[src/sv/fsed_pkg.sv]
// Shared types and constants for the Floyd-Steinberg error diffusion core.
`timescale 1ns / 1ps
`default_nettype none

package fsed_pkg;

  // Field and datapath widths
  localparam int LINE_WIDTH_W = 13;
  localparam int PIXEL_W      = 8;
  localparam int ERR_W        = 12;  // diffused error, sixteenths
  localparam int DIFF_W       = 8;   // quantization error of one pixel
  localparam int SUM_W        = 14;  // pixel*16 plus incoming error

  localparam logic [LINE_WIDTH_W-1:0] LINE_WIDTH_RESET = 13'd512;

  // Levels of the quantizer
  localparam logic [PIXEL_W-1:0] LEVEL_MAX = 8'd255;

  // Diffusion weights in sixteenths
  localparam logic signed [ERR_W-1:0] WEIGHT_RIGHT      = 12'sd7;
  localparam logic signed [ERR_W-1:0] WEIGHT_BELOW      = 12'sd5;
  localparam logic signed [ERR_W-1:0] WEIGHT_BELOW_LEFT = 12'sd3;

  typedef logic signed [ERR_W-1:0]  err_t;
  typedef logic signed [DIFF_W-1:0] diff_t;
  typedef logic signed [SUM_W-1:0]  sum_t;

  // Per-pixel control flags from the column sequencer
  typedef struct packed {
    logic frame_start;
    logic first_row;
    logic last;
  } item_flags_t;

endpackage

`default_nettype wire

[src/sv/fsed_col_seq.sv]
// Column sequencer: column, first-row and row-end flags of each accepted pixel.
`timescale 1ns / 1ps
`default_nettype none

module fsed_col_seq #(
  parameter int MAX_WIDTH = 4096,
  parameter int AW        = 12
) (
  input  wire                                     clk,
  input  wire                                     rst,
  input  wire                                     accept,
  input  wire                                     frame_start,
  input  wire  [fsed_pkg::LINE_WIDTH_W-1:0]       line_width,
  output logic [AW-1:0]                           col,
  output fsed_pkg::item_flags_t                   flags
);

  localparam int CMPW = (AW + 1 > fsed_pkg::LINE_WIDTH_W) ? AW + 1 : fsed_pkg::LINE_WIDTH_W;

  logic [AW-1:0] front_col;
  logic [AW-1:0] front_col_next;
  logic          front_first;
  logic          front_first_next;
  logic [CMPW-1:0] col_inc;

  // Column and flags of the pixel now at the input
  always_comb begin
    col = frame_start ? '0 : front_col;
    flags.frame_start = frame_start;
    flags.first_row   = frame_start ? 1'b1 : front_first;
    col_inc = CMPW'({1'b0, col}) + CMPW'(1);
    // A zero width acts as one; widths beyond the store act as its depth
    flags.last = (col_inc >= CMPW'(line_width)) || (col == AW'(MAX_WIDTH - 1));
    front_col_next   = flags.last ? '0 : AW'(col_inc);
    front_first_next = flags.last ? 1'b0 : flags.first_row;
  end

  // Advance on each accepted transaction
  always_ff @(posedge clk) begin
    if (rst) begin
      front_col   <= '0;
      front_first <= 1'b1;
    end else if (accept) begin
      front_col   <= front_col_next;
      front_first <= front_first_next;
    end
  end

endmodule

`default_nettype wire

[config.mk]
export PLATFORM = sky130hd
export DESIGN_NAME = fsed_col_seq
export DESIGN_NICKNAME = d
export VERILOG_FILES = /design/src/sv/fsed_pkg.sv /design/src/sv/fsed_col_seq.sv
export SDC_FILE = /design/constraint.sdc
export NUM_CORES = 1
export LEC_CHECK = 0
export BUFFER_PORTS_ARGS = -buffer_cell sky130_fd_sc_hd__clkbuf_2
export CAP_MARGIN = 0
export CORE_AREA = 3 3 60 51
export DETAILED_ROUTE_END_ITERATION = 10
export DIE_AREA = 0 0 63 54
export HOLD_SLACK_MARGIN = 0.15
export PLACE_DENSITY = 0.73
export SETUP_SLACK_MARGIN = 0.05
export SLEW_MARGIN = 40
export SYNTH_ARGS = -nofsm -noshare
export SYNTH_HDL_FRONTEND = slang
export SYNTH_SLANG_ARGS = --single-unit
[constraint.sdc]
create_clock -name clk -period 3 [get_ports clk]
set_clock_uncertainty 0.15 [all_clocks]
set_input_delay 0.3 -clock clk [delete_from_list [all_inputs] [get_ports clk]]
set_output_delay 0.3 -clock clk [all_outputs]
set_load 0.05 [all_outputs]
Yosys cells after proc, flatten, opt, wreduce, memory -nomap -nowiden
Cells that the tools add are included.

word-level totals
  bits in registers = 13
  input bits = 17
  output and inout bits = 15
  word-level logic and storage cells = 10

operators by class
  $add $sub $neg = 1
  order comparisons = 1
  eq/ne operators = 1
  mux-type cells = 4
  reduce and logical (&&, ||, !) cells = 1

operator list
  cell                   count
  $mux 12                2
  $add 12x1->13 const B  1
  $ge 13x13->1           1
  $eq 12x12->1 const B   1
  $mux 1                 2
  $logic_or 1x1->1       1

Depth between registers and ports, before layout
  depth after elaboration = 5
  depth in mapped cells = 14
  gate-level depth less buffers = 12

Worst setup path after synthesis
No wires, ideal clock.

  path type = input -> output
  start point = input port frame_start
  end point = output port flags[0] (netlist name)
  arrival = 3.822 ns
  required time = 2.550 ns
  slack = -1.272 ns
  stages = 13
  cells stage by stage = buf_2 -> buf_1 -> nor2b_1 -> ha_1 -> and3_1 -> nand2_2 -> nor3_4 -> ha_1 -> nand4_1 -> nor2_1 -> a311o_1 -> nor3_4 -> nand2b_1

RTL lines
  item         line                text
  from (decl)  fsed_col_seq.sv:12  input wire frame_start,
  to (decl)    fsed_col_seq.sv:15  output fsed_pkg::item_flags_t flags

==> results.md <==
* Routed WL per cell at approximately 14 µm
* First-pass GRT wire length at between 5000 and 6000 µm
* Crit-path slowest cell: a311o_1
* Post-Place Setup Slack at -0.3494 ns
* Total gr overflow at 0
* Worst vdd ir at around 120 µV
* Seq/Total Area, Yosys at 0.2263
* Req. time, crit path at 2.55 ns
* MaxCap Viol Count at 0
* Fin crit share at 1.135
* Cell count after synthesis at 133
* Flops & latches, synth at 13
* Avg Inst Size Synth at between 8 and 9 µm²
* Final Slew Violations at 0
* Delay-heaviest family, CP: simple AND/OR/NAND/NOR gates
* Hold Path Stages at 2
* Chip height at between 50 and 60 µm
* GP Congestion at just over 0.8
* Port-buffer cells at 31
* Power Density at between 200 and 250 nW/µm²
* Via density at 5.286
* Final total power at 369.1 µW
* Worst-path clk slew at ~0.08 ns
* Die area at about 3400 µm²
* Layout Utilization at 0.7129
* I/O Pins at 32
* Warning count from the yosys run at 0
* Max Fclk at approximately 0.3 GHz
* Failing checks: setup timing
* Vias at roughly 1,300
* Worst slew pin tran at 0.4952 ns
* Minimum clock period at 3.404 ns
* RSZ-0062 raised after global routing: yes
* Max stage delay on crit path at between 0.3 and 0.4 ns
* Cell accounting for the most synthesized area: dfxtp_1
* Syn nets at around 160
* Hold buffer count at CTS at 0
* CP Max Fanout at 4
* Final setup viols at 8
* Num rows at 16
* Drt initial violations at 49
* Clock sink count at 13
* Worst path cell trace: nor2b_4 -> ha_4 -> and3_4 -> nand2_4 -> nor2_1 -> xnor2_1 -> ha_1 -> and4_1 -> a311o_1 -> nor3_4 -> nand2b_4 -> clkbuf_16
* Worst rel slew slack at 0.6695
* CTS max path bufs at 2
* Ranking of synthesized cells by area: dfxtp_1 23%, ha_1 15%, a32o_1 8.7%, nor2b_1 6.0%, xnor2_1 5.3%
* DP Wirelength at ~2700 µm
* CTS tree: done
* Die width at 63 µm
* TritonRoute pass-1 iters at 4
* Vias in the first global route at approximately 1,200
* Setup crit end kind: primary output
* Hold Vio Cnt, Final at 0
* Startpoint types: register
* Yosys top cell area share at 0.2263
* Core Footprint at about 2500 µm²
* Worst setup margin at -0.4043 ns
* Status: finished with violations
* Starting density of the core at 0.4670
* GRT Overall Usage at 0.2027
* Total routed wirelength at ~3400 µm
* LEAKAGE at between 0.0008 and 0.0009 µW
* Share of layout cells above drive strength 1 at 0.4851
* Mapped Area at between 1000 and 1500 µm²
* DRC at 0
* Total Nets Final at roughly 230
* Initial antenna violation count at 0
* Largest net degree at the start of global routing at 13
* Final ANT Viol Nets at 0
* WP depth at 12
* CP bufs+invs at 1
* Worst Hold Class: input pin to register
* Worst Path Arrival at between 2 and 3 ns
* Total CTS buffers at 3
* Synth unique cells at 37
* Setup TNS Final at -0.6757 ns
* Clock root buffer: clkbuf_4
* ANT cells at 0
* R2R depth at 13
* # H-tree levels at 1
* Worst skew pair latency at approximately 0.28 ns
* Crit Path Class: register to primary output
* Synth-to-Final Area Change at 52.67%
cell type report:
class / count / area (µm²)
Clock buffer: 4 / 26.28
Timing Repair Buffer: 69 / 464.2
Multi-Input combinational cell: 102 / 904.6
Inverter: 14 / 52.55
Sequential cell: 13 / 262.8
Fill cell: 188 / 706.9
Tap cell: 36 / 45.04
cells by family after synthesis:
logic type	Yosys count	share of synthesized area
and+or+nand+nor	56	0.3177
adders and majority gates	14	0.1523
DFF	13	0.2263
buffers and inverters	18	0.06310
xor gates and xnor gates	10	0.07617
AOI/OAI and AO/OA	22	0.1643
worst paths after layout:
check                  endpoint     startpoint  slack, ns
setup / recovery       flags[0]   front_col[0]      -0.40
hold / removal      front_first            rst       0.19
setup reg to reg   front_col[2]   front_col[0]      -0.06
hold reg to reg   front_col[11]  front_col[11]       0.32
metrics by stage:
step	hold slack [ns]	area [µm²]	cells
after global routing	0.1855	1755	238
final	0.1877	1755	238
after global placement	0.2996	1608	228
after CTS	0.1662	1702	235
after detailed placement	0.3057	1608	228
after floorplan	0.2548	1214	133
cells in the mapped netlist (all sizes together):
cell / number
and3: 1
nand4: 4
xor2: 3
a311o: 1
and2b: 1
buf: 3
and4: 2
a211oi: 1
xnor2: 7
o31a: 1
inv: 14
dfxtp: 13
ha: 14
nor3b: 1
nor2: 14
a221o: 1
or2: 1
nand2: 7
nor2b: 11
nor3: 2
nand2b: 2
nor4: 3
a21oi: 3
a21o: 1
a22o: 2
nor4b: 2
a21boi: 1
nand3: 5
o21ai: 1
clkbuf: 1
a32o: 10
cell usage in the layout, fill, tap and decap left out, types with 2 or more instances in the layout:
master and n:
a32o_1 10, xnor2_1 6, inv_1 14, xor2_1 3, a22o_1 2, nor2b_1 7
nor2_2 3, clkbuf_2 30, nand3_1 4, nand4_1 4, nor2_1 11, nor2b_4 2
ha_4 2, nand2_1 5, nor3_4 2, nor4b_2 2, nor2b_2 2, dfxtp_2 2
ha_1 12, buf_4 37, a21oi_1 3, clkbuf_4 3, dfxtp_1 11
sequential cells by signal, indices dropped and copies added, names as in the netlist:
name,cells
front_col,12
front_first,1
layer usage:
| metal | GRT usage | share of wire | vias to the layer above |
|---|---|---|---|
| li1 | - | - | 620 |
| met1 | 0.2413 | 0.45 | 578 |
| met2 | 0.3783 | 0.48 | 42 |
| met3 | 0.01461 | 0.030 | 18 |
| met4 | 0.09890 | 0.033 | 0 |
| met5 | 0 | 0 | - |
where the power goes:
| part | total [µW] | internal [µW] | switching [µW] |
|---|---|---|---|
| combinational | 78.9 | 36.9 | 42.1 |
| sequential | 177 | 175 | 1.66 |
| clock | 113 | 51.7 | 61.7 |
| total | 369 | 264 | 105 |
timing repair:
action / CTS / global route
buffers inserted: 3 / 3
cloned: 0 / 0
resized for setup: 8 / 6
pin swaps: 13 / 10
endpoints found under the setup margin: 14 / 14
hold endpoints to repair: 0 / 0
Note: power is estimated with default switching activity, not from simulation.
