## src/sv/fsed_pkg.sv

```systemverilog
// Shared types and constants for the Floyd-Steinberg error diffusion core.
`timescale 1ns / 1ps
`default_nettype none

package fsed_pkg;

  // Field and datapath widths
  localparam int LINE_WIDTH_W = 13;
  localparam int PIXEL_W      = 8;
  localparam int ERR_W        = 12;  // diffused error, sixteenths
  localparam int DIFF_W       = 8;   // quantization error of one pixel
  localparam int SUM_W        = 14;  // pixel*16 plus incoming error

  localparam logic [LINE_WIDTH_W-1:0] LINE_WIDTH_RESET = 13'd512;

  // Levels of the quantizer
  localparam logic [PIXEL_W-1:0] LEVEL_MAX = 8'd255;

  // Diffusion weights in sixteenths
  localparam logic signed [ERR_W-1:0] WEIGHT_RIGHT      = 12'sd7;
  localparam logic signed [ERR_W-1:0] WEIGHT_BELOW      = 12'sd5;
  localparam logic signed [ERR_W-1:0] WEIGHT_BELOW_LEFT = 12'sd3;

  typedef logic signed [ERR_W-1:0]  err_t;
  typedef logic signed [DIFF_W-1:0] diff_t;
  typedef logic signed [SUM_W-1:0]  sum_t;

  // Per-pixel control flags from the column sequencer
  typedef struct packed {
    logic frame_start;
    logic first_row;
    logic last;
  } item_flags_t;

endpackage

`default_nettype wire

```

## src/sv/fsed_diffuse.sv

```systemverilog
// Diffusion stage: input register, error add/clamp/threshold, spread, result register.
`timescale 1ns / 1ps
`default_nettype none

module fsed_diffuse #(
  parameter int AW = 12
) (
  input  wire                                 clk,
  input  wire                                 rst,
  input  wire                                 in_valid,
  output logic                                in_stall,
  input  wire  [fsed_pkg::PIXEL_W-1:0]        in_pixel,
  input  wire  [AW-1:0]                       in_col,
  input  wire  fsed_pkg::item_flags_t         in_flags,
  input  wire  fsed_pkg::err_t                rd_data,
  output logic                                wr_en,
  output logic [AW-1:0]                       wr_addr,
  output fsed_pkg::err_t                      wr_data,
  output logic                                out_valid,
  input  wire                                 out_stall,
  output logic                                halftone,
  output logic                                row_end
);

  // Input register
  logic                           s1_valid;
  logic [fsed_pkg::PIXEL_W-1:0]   s1_pixel;
  logic [AW-1:0]                  s1_col;
  fsed_pkg::item_flags_t          s1_flags;
  logic                           s1_byp_valid;
  fsed_pkg::err_t                 s1_byp_data;

  // Row state
  fsed_pkg::err_t right_error;
  fsed_pkg::err_t below_left_partial;
  fsed_pkg::err_t below_partial;

  // Last-column write waiting for a free write slot
  logic                   pend_valid;
  logic [AW-1:0]          pend_addr;
  fsed_pkg::err_t         pend_data;

  logic                   accept;
  logic                   s1_adv;
  logic                   w1_en;
  logic                   drain_en;
  fsed_pkg::err_t         line_err;
  fsed_pkg::err_t         right_eff;
  fsed_pkg::err_t         blp_eff;
  fsed_pkg::err_t         bp_eff;
  logic signed [fsed_pkg::ERR_W:0] total;
  fsed_pkg::sum_t         sum;
  logic [fsed_pkg::PIXEL_W-1:0] level;
  logic                   white;
  logic signed [fsed_pkg::PIXEL_W:0] diff_wide;
  fsed_pkg::diff_t        diff;
  fsed_pkg::err_t         diff_ext;
  fsed_pkg::err_t         below_left_done;
  fsed_pkg::err_t         blp_next;
  fsed_pkg::err_t         right_next;

  // Handshake
  always_comb begin
    s1_adv   = s1_valid && (!out_valid || !out_stall);
    in_stall = s1_valid && !s1_adv;
    accept   = in_valid && !in_stall;
  end

  // Quantize the pixel and split its error
  always_comb begin
    if (pend_valid && (pend_addr == s1_col)) begin
      line_err = pend_data;
    end else if (s1_byp_valid) begin
      line_err = s1_byp_data;
    end else begin
      line_err = rd_data;
    end
    right_eff = s1_flags.frame_start ? '0 : right_error;
    blp_eff   = s1_flags.frame_start ? '0 : below_left_partial;
    bp_eff    = s1_flags.frame_start ? '0 : below_partial;
    total = (fsed_pkg::ERR_W + 1)'(right_eff)
          + (s1_flags.first_row ? '0 : (fsed_pkg::ERR_W + 1)'(line_err));
    sum = $signed({2'b00, s1_pixel, 4'b0000}) + fsed_pkg::SUM_W'(total);
    // Saturate the whole level to 0..255
    if (sum[fsed_pkg::SUM_W-1]) begin
      level = '0;
    end else if (sum[fsed_pkg::SUM_W-2]) begin
      level = fsed_pkg::LEVEL_MAX;
    end else begin
      level = sum[11:4];
    end
    white     = level[fsed_pkg::PIXEL_W-1];
    diff_wide = $signed({1'b0, level})
              - $signed({1'b0, (white ? fsed_pkg::LEVEL_MAX : '0)});
    diff      = fsed_pkg::DIFF_W'(diff_wide);
    diff_ext  = fsed_pkg::ERR_W'(diff);
    below_left_done = blp_eff + diff_ext * fsed_pkg::WEIGHT_BELOW_LEFT;
    blp_next        = bp_eff + diff_ext * fsed_pkg::WEIGHT_BELOW;
    right_next      = diff_ext * fsed_pkg::WEIGHT_RIGHT;
  end

  // Line store write: finished left column first, pending last column otherwise
  always_comb begin
    w1_en    = s1_adv && (s1_col != '0);
    drain_en = pend_valid && !w1_en && !in_stall;
    wr_en    = w1_en || drain_en;
    wr_addr  = w1_en ? (s1_col - AW'(1)) : pend_addr;
    wr_data  = w1_en ? below_left_done : pend_data;
  end

  // Hold the input transaction and catch a same-cycle write to its column
  always_ff @(posedge clk) begin
    if (rst) begin
      s1_valid <= 1'b0;
    end else if (accept) begin
      s1_valid <= 1'b1;
    end else if (s1_adv) begin
      s1_valid <= 1'b0;
    end
  end

  always_ff @(posedge clk) begin
    if (accept) begin
      s1_pixel     <= in_pixel;
      s1_col       <= in_col;
      s1_flags     <= in_flags;
      s1_byp_valid <= wr_en && (wr_addr == in_col);
      s1_byp_data  <= wr_data;
    end
  end

  // Advance row state; clear it at the end of a row
  always_ff @(posedge clk) begin
    if (rst) begin
      right_error        <= '0;
      below_left_partial <= '0;
      below_partial      <= '0;
    end else if (s1_adv) begin
      if (s1_flags.last) begin
        right_error        <= '0;
        below_left_partial <= '0;
        below_partial      <= '0;
      end else begin
        right_error        <= right_next;
        below_left_partial <= blp_next;
        below_partial      <= diff_ext;
      end
    end
  end

  // Park the last column of a row, drop it once written
  always_ff @(posedge clk) begin
    if (rst) begin
      pend_valid <= 1'b0;
    end else if (s1_adv && s1_flags.last) begin
      pend_valid <= 1'b1;
    end else if (drain_en) begin
      pend_valid <= 1'b0;
    end
  end

  always_ff @(posedge clk) begin
    if (s1_adv && s1_flags.last) begin
      pend_addr <= s1_col;
      pend_data <= blp_next;
    end
  end

  // Result register
  always_ff @(posedge clk) begin
    if (rst) begin
      out_valid <= 1'b0;
    end else if (s1_adv) begin
      out_valid <= 1'b1;
    end else if (!out_stall) begin
      out_valid <= 1'b0;
    end
  end

  always_ff @(posedge clk) begin
    if (s1_adv) begin
      halftone <= white;
      row_end  <= s1_flags.last;
    end
  end

endmodule

`default_nettype wire

```

## config.mk

```make
export PLATFORM = sky130hd
export DESIGN_NAME = fsed_diffuse
export DESIGN_NICKNAME = d
export VERILOG_FILES = /design/src/sv/fsed_pkg.sv /design/src/sv/fsed_diffuse.sv
export SDC_FILE = /design/constraint.sdc
export NUM_CORES = 1
export LEC_CHECK = 0
export BUFFER_PORTS_ARGS = -buffer_cell sky130_fd_sc_hd__buf_2
export CAP_MARGIN = 15
export CORE_MARGIN = 5
export CORE_UTILIZATION = 35
export CTS_BUF_LIST = sky130_fd_sc_hd__clkbuf_4
export CTS_CLUSTER_SIZE = 8
export DETAILED_ROUTE_END_ITERATION = 8
export PLACE_DENSITY_LB_ADDON = 0.15
export SLEW_MARGIN = 30
export SYNTH_ARGS = -nofsm -noshare
export SYNTH_HDL_FRONTEND = slang
export SYNTH_SLANG_ARGS = --single-unit
export TNS_END_PERCENT = 100
```

## constraint.sdc

```tcl
create_clock -name clk -period 10.2 [get_ports clk]
set_input_delay 1.02 -clock clk [delete_from_list [all_inputs] [get_ports clk]]
set_output_delay 1.02 -clock clk [all_outputs]
set_load 0.05 [all_outputs]
```

Word-level counts from Yosys, hierarchy flattened
Index checks and enable logic that the tools add are counted.
{"block": "totals", "wordCells": 68, "ram_bits": 0, "rom_bits": 0, "regBits": 101, "in_bits": 39, "n_memories": 0, "latch_bits": 0, "output_inout_bits": 29}
{"block": "classes", "n_eq_ne": 3, "n_addsub": 6, "div_mod_pow": 0, "n_reduce_logical": 19, "mul": 3, "magnitude_cmp": 0, "shifts": 0, "n_bitwise": 0, "mux": 20}
{"op": "12-bit 2-to-1 mux", "count": 10}
{"op": "12-bit equality test", "count": 2}
{"op": "8-bit by 4-bit multiplier with 12-bit output (second input constant)", "count": 2}
{"op": "8-bit 2-to-1 mux", "count": 3}
{"op": "13-bit by 13-bit adder with 14-bit output", "count": 1}
{"op": "13-bit adder", "count": 1}
{"op": "13-bit 2-to-1 mux", "count": 1}
{"op": "12-bit by 11-bit adder with 12-bit output", "count": 1}
{"op": "12-bit adder", "count": 1}
{"op": "12-bit nonzero test", "count": 1}
{"op": "12-bit by 1-bit subtractor with 12-bit output (second input constant)", "count": 1}
{"op": "8-bit by 3-bit multiplier with 11-bit output (second input constant)", "count": 1}
{"op": "1-bit logical AND", "count": 9}
{"op": "8-bit subtractor", "count": 1}
{"op": "1-bit 2-to-1 mux", "count": 6}
{"op": "1-bit logical NOT", "count": 5}
{"op": "2-bit nonzero test", "count": 2}
{"op": "1-bit logical OR", "count": 2}
{"op": "2-bit by 1-bit != test with 1-bit output (second input constant)", "count": 1}

Depth between registers and ports, before layout
Gate-level depths: netlist of the first run.
{"block": "depth", "word_depth": 13, "mapped_depth": 44, "mapped_depth_nobuf": 41}

Worst setup path after synthesis of the first run
OpenSTA, ideal clock, no wires.
{"block": "synth_path", "path_kind": "register -> output", "startpoint": "register s1_col[7]", "endpoint": "output wr_data[11]", "arrival_time_ns": 9.349, "setup_slack_ns": -0.169, "path_stages_with_launch": 39, "path_cell_list": "edfxtp_1 > xnor2_1 > nand4_1 > or4_1 > buf_2 > buf_1 > a211oi_1 > ha_1 > o21ai_0 > a21oi_1 > nand3_1 > mux2i_4 > nor3_1 > xnor2_1 > ha_1 > a21o_1 > a21oi_1 > o21ai_0 > [... 3 more ...] > o211ai_1 > ha_1 > a21o_1 > a21oi_1 > o2111a_1 > or3_1 > clkbuf_1 > inv_2 > nor3_2 > xor2_1 > ha_1 > ha_1 > or2_2 > a21oi_1 > a21oi_1 > a31oi_1 > xnor2_1 > o21ai_0"}
{"block": "synth_via", "elab_chain_len": 13}
{"element": "from (decl)", "line_no": "fsed_diffuse.sv:28", "rtl": "logic [AW-1:0] s1_col;"}
{"element": "from (signal assigned)", "line_no": "fsed_diffuse.sv:125", "rtl": "s1_col <= in_col;"}
{"element": "12-bit equality test", "line_no": "fsed_diffuse.sv:71", "rtl": "if (pend_valid && (pend_addr == s1_col)) begin"}
{"element": "1-bit logical AND", "line_no": "fsed_diffuse.sv:71"}
{"element": "12-bit 2-to-1 mux", "line_no": "fsed_diffuse.sv:71"}
{"element": "13-bit 2-to-1 mux", "line_no": "fsed_diffuse.sv:82", "rtl": "+ (s1_flags.first_row ? '0 : (fsed_pkg::ERR_W + 1)'(line_err));"}
{"element": "13-bit adder", "line_no": "fsed_diffuse.sv:82"}
{"element": "13-bit by 13-bit adder with 14-bit output", "line_no": "fsed_diffuse.sv:83", "rtl": "sum = $signed({2'b00, s1_pixel, 4'b0000}) + fsed_pkg::SUM_W'(total);"}
{"element": "8-bit 2-to-1 mux", "line_no": "fsed_diffuse.sv:87", "rtl": "end else if (sum[fsed_pkg::SUM_W-2]) begin"}
{"element": "8-bit 2-to-1 mux", "line_no": "fsed_diffuse.sv:85", "rtl": "if (sum[fsed_pkg::SUM_W-1]) begin"}
{"element": "8-bit 2-to-1 mux", "line_no": "fsed_diffuse.sv:94", "rtl": "- $signed({1'b0, (white ? fsed_pkg::LEVEL_MAX : '0)});"}
{"element": "8-bit subtractor", "line_no": "fsed_diffuse.sv:94"}
{"element": "8-bit by 3-bit multiplier with 11-bit output", "line_no": "fsed_diffuse.sv:97", "rtl": "below_left_done = blp_eff + diff_ext * fsed_pkg::WEIGHT_BELOW_LEFT;"}
{"element": "12-bit by 11-bit adder with 12-bit output", "line_no": "fsed_diffuse.sv:97"}
{"element": "12-bit 2-to-1 mux *", "line_no": "fsed_diffuse.sv:108", "rtl": "wr_data = w1_en ? below_left_done : pend_data;"}
{"element": "to (decl)", "line_no": "fsed_diffuse.sv:18", "rtl": "output fsed_pkg::err_t wr_data,"}
Mark *: on every way between the ends. The rest lies on a longest branch, timed or not.

Final worst setup path of the first run
{"block": "layout_path", "startpoint": "register s1_col[6]", "endpoint": "output wr_data[11]"}
Same word-level chain as after synthesis.

==> results_dict.tcl, run 1 <==
set metrics [dict create \
    outcome "complete, no violations" \
    clockRootBuffer "clkbuf_4" \
    core.rowCount 52 \
    wl_per_cell_um 18.0 \
    synth_top_cell_by_area "edfxtp_1" \
    wirelength_mm 20.3 \
    io_pins 68 \
    path_max_fanout 7 \
    vias_per_cell 5.12 \
    path_class "flip-flop to output pin" \
    yosysUniqueCellTypes 63 \
    max_freq_mhz 101 \
    r2r_slack_ns 0.98 \
    ys.warnings.count 0 \
    synth-edff-count 62 \
    holdPathStages 2 \
    tightest_slew_ns 0.792 \
    critPathMaxStageDelay_ns 0.60 \
    clk_pin_slew_worst_paths_ns 0.18 \
    startpoint_type "flip-flop" \
    dpl-instance-area_mm2 0.00807 \
    place_hpwl_mm 15.2 \
    yosysTopAreaCellShare_pct 25.5 \
    layout-drive-gt1-share_pct 24.3 \
    fin_skew_ns 0.0257 \
    synthSimpleGateAreaFrac_pct 14.8 \
    yosys-top-cells-count "80 x ha_1, 64 x xnor2_1, 62 x edfxtp_1, 55 x inv_1, 54 x nor2_1" \
    yosysSeqAreaShare_pct 34.8 \
    initial_core_util_pct 35.8 \
    regToRegStartpoint "s1_col[6]" \
    ant_nets 0 \
    synth-compound-area-share_pct 14.6 \
    insertion_delay_ns 0.50 \
    gr-total-overflow 0 \
    crit_buf_inv 3 \
    ys.flop_type "edfxtp_1" \
    cts_max_level 3 \
    hp-start "below_left_partial[0]" \
    crit_arrival_ns 8.85 \
    drc 0 \
    slowest_stage "or4_4" \
    synth_top_family_by_area "adder cells" \
    netlist_area_mm2 0.00731 \
    grt_max_degree 37 \
    cts_tree "yes" \
    areaGrowthSynthToFinish_pct 20.9 \
    critPathTopFamily "adder cells" \
    grt_pass1_vias 5910 \
    whs_endpoint "below_left_partial[0]" \
    synth.net_count 888 \
    required_ns 9.18 \
    worst_setup_path_end_kind "output pin" \
    cts-buffers-inserted 9 \
    synth_mux_area_share_pct 2.43 \
    firstDrtPassIters 5 \
    stdcell_area_mm2 0.00884 \
    ys_ff_latch 96 \
    fin_crit_ns 9.87 \
    vias 5779 \
    ctsHoldBuffers 0 \
    gp_congestion 0.845 \
    fin_hold_ws_ns 0.456 \
    synth.most_common_cell "ha_1" \
    maxSlewHeadroom_pct 46.5 \
    core-area_mm2 0.0204 \
    syn_avg_cell_area_um2 9.75 \
    hold_violations 0 \
    clock_path_buffers 2 \
    die_w_um 155 \
    rr_worst_depth 43 \
    cap_violations 0 \
    cts_sinks 96 \
    layout.nets 990 \
    r2r-end "below_left_partial[10]" \
    finalCritPeriodShare_pct 96.8 \
    final_util_pct 43.3 \
    synthAdderAreaFrac_pct 18.9 \
    setup_viol_count_final 0 \
    critPathMostFrequentCell "a21oi_2" \
    grt_pass1_wl_mm 31.7 \
    drtIter0Drc 233 \
    syn_inst 750 \
    hold_class "flip-flop to flip-flop" \
    grt_use_total_pct 16.7 \
    dieHeight_um 155 \
    antenna_found_initial 1 \
    port_buffers 67 \
    dieArea_mm2 0.0239 \
    synth-xor-area-share_pct 10.3 \
    ys_top_cells_by_area "edfxtp_1 25%, ha_1 14%, dfxtp_1 9.3%, xnor2_1 7.7%, fa_1 5.2%" \
    slew_viol_final 0 \
    async_reset_ff_share_pct 0 \
]
-- per-layer routing --
layer,GRT usage [%],part of all wire (%)
met5,0,0
met2,28.1,48
met4,3.91,1.8
met3,2.93,3.0
met1,22.6,47
-- cells by family after synthesis --
logic type,after synthesis
XOR/XNOR,85
multiplexers,16
flip-flops,96
AO/OA/AOI/OAI,160
buffers and inverters,80
AND/OR/NAND/NOR,214
adder cells (fa/ha/maj),99
-- state kept, by name, indices dropped and copies added, names as in the netlist, 3 cells and up --
| register | flops |
|---|---|
| s1_flags | 3 |
| s1_col | 12 |
| s1_byp_data | 12 |
| pend_addr | 12 |
| right_error | 12 |
| s1_pixel | 8 |
| below_partial | 7 |
| pend_data | 12 |
| below_left_partial | 12 |
-- layout make-up --
class	instances	area [um2]
diodes	2	5.00
clock buffers	9	67.6
clock inverters	7	85.1
fillers	2019	11600
inverters	57	214
multi-input cells	574	4860
flip-flops and latches	96	2540
well taps	270	338
repair buffers	114	733
-- worst min-delay path, delay by kind of cell (launching register included) --
family	cells	cell delay [ns]
DFF	1	0.34
and+or+nand+nor	1	0.05
AOI/OAI and AO/OA	1	0.05
-- worst max path at each step --
stage	cells after the start	slack, ns	start	endpoint
2_1_floorplan	36	0.16	s1_col[7]	wr_data[7]
3_3_place_gp	38	-0.08	s1_col[5]	wr_data[11]
3_5_place_dp	39	-0.24	s1_col[5]	wr_data[11]
4_1_cts	35	0.006	s1_col[5]	wr_data[11]
5_1_grt	39	-0.14	s1_col[6]	wr_data[11]
6_report	39	0.33	s1_col[6]	wr_data[11]
-- through the flow --
| step | setup TNS, ns | std cells | setup WS, ns |
|---|---|---|---|
| final | 0 | 1129 | 0.330 |
| after global routing | -0.519 | 1129 | -0.137 |
| after global placement | -0.0995 | 1084 | -0.0766 |
| after floorplan | 0 | 750 | 0.157 |
| after CTS | 0 | 1103 | 0.00595 |
| after detailed placement | -0.473 | 1085 | -0.238 |
-- cell usage in the layout, fill, tap and decap left out, types with 27 or more instances in the layout --
cell,instances
a21oi_1,27
buf_2,63
buf_4,46
dfxtp_1,34
edfxtp_1,62
ha_1,69
inv_1,54
nand2_1,51
nor2_1,51
nor2b_1,34
xnor2_1,56
-- timing repair --
| action | CTS | global route |
|---|---|---|
| pin swaps | 5 | 39 |
| setup endpoints to repair | 8 | 8 |
| buffers inserted | 2 | 24 |
| resized for setup | 24 | 62 |
Power of run 1 is not shown: default switching activity piles up to over one toggle a cycle in this logic, so the estimate is an artifact.
==> run 2, diff against run 1 <==
==> constraint.sdc (replaced) <==
create_clock -name clk -period 10.2 [get_ports clk]
set_input_delay 0.51 -clock clk [delete_from_list [all_inputs] [get_ports clk]]
set_output_delay 0.51 -clock clk [all_outputs]
set_load 0.05 [all_outputs]
==> run 2 against run 1 <==
Effect of this change: die area stayed put; register-to-register slack better by 0.04 ns; clock-buffer cell count stayed put; sequential share of layout area is 0.95 points higher; highest routed layer unchanged.
==> results_dict.tcl, run 2 (same netlist as run 1, synthesis figures left out) <==
set metrics [dict create \
    cts_sinks 96 \
    dieArea_mm2 0.0239 \
    drtIter0Drc 267 \
    path_max_fanout 11 \
    fin_crit_ns 9.74 \
    cap_violations 0 \
    nFillCells 2060 \
    ctsHoldBuffers 0 \
    tightest_slew_ns 0.788 \
    antenna_found_initial 1 \
    outcome "complete, no violations" \
    cts_tree "yes" \
    max_freq_mhz 103 \
    grt_pass1_vias 5811 \
    dieHeight_um 155 \
    vias 5722 \
    ff_latch_area_mm2 0.00254 \
    slowest_stage "or4_4" \
    gp_congestion 0.913 \
    crit_arrival_ns 9.23 \
    areaGrowthSynthToFinish_pct 17.0 \
    core.rowCount 52 \
    gr-total-overflow 0 \
    layout.nets 981 \
    worst_setup_path_end_kind "output pin" \
    firstDrtPassIters 5 \
    maxSlewHeadroom_pct 46.7 \
    layout_commonest_cell "ha_1" \
    port_buffers 67 \
    cts_max_level 3 \
    hold_violations 0 \
    required_ns 9.69 \
    startpoint_type "flip-flop" \
    layout-drive-gt1-share_pct 20.3 \
    cts-buffers-inserted 9 \
    finalCritPeriodShare_pct 95.5 \
    grt_use_total_pct 16.7 \
    slew_viol_final 0 \
    clk_pin_slew_worst_paths_ns 0.17 \
    final_util_pct 41.9 \
    initial_core_util_pct 35.8 \
    place_hpwl_mm 15.4 \
    wl_per_cell_um 18.0 \
    drc 0 \
    wirelength_mm 20.1 \
    core-area_mm2 0.0204 \
    vias_per_cell 5.11 \
    hold_class "input pin to flip-flop" \
    clock_path_buffers 2 \
    insertion_delay_ns 0.48 \
    path_class "flip-flop to output pin" \
    layout_common_cells "79 x ha_1, 64 x buf_2, 62 x edfxtp_1, 56 x xnor2_1, 55 x inv_1" \
    setup_viol_count_final 0 \
    critPathMaxStageDelay_ns 0.59 \
    final.setup.tns_ns 0 \
    multi_input_area_mm2 0.00465 \
    io_pins 68 \
    fin_skew_ns 0.0205 \
    grt_max_degree 49 \
    die_w_um 155 \
    grt_pass1_wl_mm 31.7 \
    clockRootBuffer "clkbuf_4" \
    critPathMostFrequentCell "ha_1" \
    ant_nets 0 \
]
[run 2: layer usage]
layer,part of all wire [%],up-vias,track usage [%]
met2,46,76,26.8
li1,-,2840,-
met4,0.78,0,3.15
met3,2.7,10,2.63
met5,0,-,0
met1,51,2796,24.1
[run 2: timing repair]
item | 4_1_cts | 5_1_grt
gates cloned | 0 | 0
pin swaps | 1 | 13
endpoints found under the setup margin | 6 | 7
setup buffers | 0 | 20
resized for setup | 11 | 37
[run 2: worst paths after layout]
| kind | from | to | slack, ns | depth (start not counted) |
|---|---|---|---|---|
| worst min register to register | right_error[11] | right_error[11] | 0.45 | 2 |
| worst max-delay path | s1_col[10] | wr_data[10] | 0.46 | 40 |
| worst min-delay path | in_flags[2] | s1_flags[2] | 0.19 | 1 |
| worst max register to register | s1_col[10] | below_left_partial[10] | 1.02 | 39 |
[run 2: worst max-delay path: cells and delay by family, from the launching register on]
kind | cells | cell delay [ns]
buf+inv | 5 | 0.64
flops | 1 | 0.52
mux | 1 | 0.26
xor+xnor | 5 | 1.03
compound gates | 12 | 2.20
fa+ha+maj | 7 | 2.06
simple gates | 10 | 2.06
[run 2: metrics by stage]
stage | cell area, um2 | cells | setup slack (ns) | hold slack [ns]
final | 8560 | 1120 | 0.460 | 0.189
after global routing | 8560 | 1120 | -0.0524 | 0.127
after CTS | 8240 | 1098 | -0.0181 | 0.137
after detailed placement | 8050 | 1082 | -0.00383 | 0.437
after global placement | 8020 | 1081 | 0.114 | 0.435
after floorplan | 7310 | 750 | 0.341 | 0.408
[run 2: final cells by class]
cell class,count,share of cell area (%)
Sequential cell,96,29.7
Timing Repair Buffer,105,7.66
Antenna cell,2,0.0585
Clock inverter,7,0.936
Clock buffer,9,0.790
Multi-Input combinational cell,574,54.4
Inverter,57,2.50
Tap cell,270,3.95
Power of run 2 is left out for the same reason.
==> run 3, diff against run 2 <==
--- a/config.mk
+++ b/config.mk
@@ -12,6 +12,7 @@
 export CTS_BUF_LIST = sky130_fd_sc_hd__clkbuf_4
 export CTS_CLUSTER_SIZE = 8
 export DETAILED_ROUTE_END_ITERATION = 8
+export GPL_TIMING_DRIVEN = 0
 export PLACE_DENSITY_LB_ADDON = 0.15
 export SLEW_MARGIN = 30
 export SYNTH_ARGS = -nofsm -noshare
==> run 3 against run 2 <==
Effect of this change: hold slack worse by 0.011 ns; sequential share of layout area fell by 1.2 points; via count barely moved; fmax hardly changed; routed wire length up 1.0%; critical path type unchanged; largest cell class unchanged; highest routed layer unchanged.
==> results_dict.tcl, run 3 (same netlist as run 1, synthesis figures left out) <==
set metrics [dict create \
    outcome "complete, no violations" \
    r2r-end "below_left_partial[10]" \
    gp_congestion 0.810 \
    whs_endpoint "s1_flags[0]" \
    io_pins 68 \
    place_hpwl_mm 15.7 \
    fin_crit_ns 9.73 \
    r2r_slack_ns 0.78 \
    firstDrtPassIters 5 \
    insertion_delay_ns 0.49 \
    gr-total-overflow 0 \
    required_ns 9.69 \
    slew_viol_final 0 \
    dpl-instance-area_mm2 0.00803 \
    vias_per_cell 5.03 \
    layout-drive-gt1-share_pct 24.4 \
    core.rowCount 52 \
    dieHeight_um 155 \
    final_util_pct 43.7 \
    hold_class "input pin to flip-flop" \
    slowest_stage "or4_1" \
    drc 0 \
    drtIter0Drc 256 \
    cts-buffers-inserted 9 \
    critPathMostFrequentCell "buf_4" \
    wl_per_cell_um 17.8 \
    clock_path_buffers 2 \
    antenna_found_initial 0 \
    critPathTopFamily "compound AO/OA/AOI/OAI gates" \
    final.setup.tns_ns 0 \
    rr_worst_depth 44 \
    regToRegStartpoint "pend_addr[1]" \
    hp-start "in_flags[0]" \
    grt_pass1_vias 5544 \
    path_class "flip-flop to output pin" \
    critPathMaxStageDelay_ns 0.55 \
    crit_arrival_ns 9.22 \
    die_w_um 155 \
    wirelength_mm 20.3 \
    cts_sinks 96 \
    crit_buf_inv 7 \
    fin_skew_ns 0.0300 \
    cts_tree "yes" \
    areaGrowthSynthToFinish_pct 22.1 \
    clk_pin_slew_worst_paths_ns 0.18 \
    initial_core_util_pct 35.8 \
    path_max_fanout 10 \
    worst_setup_path_end_kind "output pin" \
    tightest_slew_ns 0.802 \
    vias 5725 \
    clockRootBuffer "clkbuf_4" \
    setup_viol_count_final 0 \
    startpoint_type "flip-flop" \
    ctsHoldBuffers 0 \
    core-area_mm2 0.0204 \
    holdPathStages 1 \
    layout_common_cells "70 x ha_1, 65 x buf_2, 62 x edfxtp_1, 55 x xnor2_1, 54 x inv_1" \
    grt_max_degree 26 \
    grt_use_total_pct 16.8 \
    cap_violations 0 \
    num_antenna_cells 0 \
    maxSlewHeadroom_pct 45.8 \
    max_freq_mhz 103 \
    fin_hold_ws_ns 0.178 \
    port_buffers 67 \
    dieArea_mm2 0.0239 \
    hold_violations 0 \
    layout_commonest_cell "ha_1" \
    ant_nets 0 \
    cts_max_level 3 \
    layout.nets 1001 \
    finalCritPeriodShare_pct 95.4 \
    stdcell_area_mm2 0.00893 \
    grt_pass1_wl_mm 31.3 \
]
run 3: stage by stage:
step                cells  setup WS [ns]
finish               1138          0.467
global route         1138        -0.0260
CTS                  1108        0.00792
detailed placement   1088         -0.688
global placement     1087         -0.913
floorplan             750          0.341
run 3: worst max-delay path by stage:
stage                       startpoint  slack (ns)           to  depth (start not counted)
final                     pend_addr[1]        0.47  wr_data[10]                         39
after global routing         s1_col[1]       -0.03  wr_data[10]                         41
after CTS                    s1_col[1]       0.008   wr_data[8]                         37
after detailed placement     s1_col[1]       -0.69  wr_data[11]                         38
after global placement       s1_col[1]       -0.91  wr_data[11]                         38
after floorplan              s1_col[7]        0.34  wr_data[11]                         38
run 3: what timing repair did:
| item | CTS | global route |
|---|---|---|
| buffers inserted | 5 | 29 |
| pin swaps | 6 | 36 |
| gates resized for setup | 37 | 72 |
| setup endpoints to repair | 19 | 12 |
run 3: cell type report:
cell class	count	area [um2]
buffer	22	109
clock buffer	9	67.6
clock inverter	7	60.1
fill	1995	11500
inverter	57	216
multi-input combinational	574	4930
sequential	96	2540
tap	270	338
timing repair buffer	103	669
run 3: routing by layer:
metal | global-route usage (%) | share of wire (%) | vias to the layer above
met5 | 0 | 0 | -
met4 | 3.24 | 0.82 | 0
met3 | 2.93 | 2.8 | 11
met2 | 26.7 | 47 | 83
met1 | 24.1 | 50 | 2737
li1 | - | - | 2894
run 3: worst reg2reg max path, delay by kind of cell (launching register included):
family                     cells  cell delay (ns)
AOI/OAI and AO/OA             14             2.81
adders and majority gates      7             2.42
and+or+nand+nor                7             1.47
buffers and inverters         12             1.46
xor gates and xnor gates       4             0.74
DFF                            1             0.46
Power of run 3 is left out for the same reason.
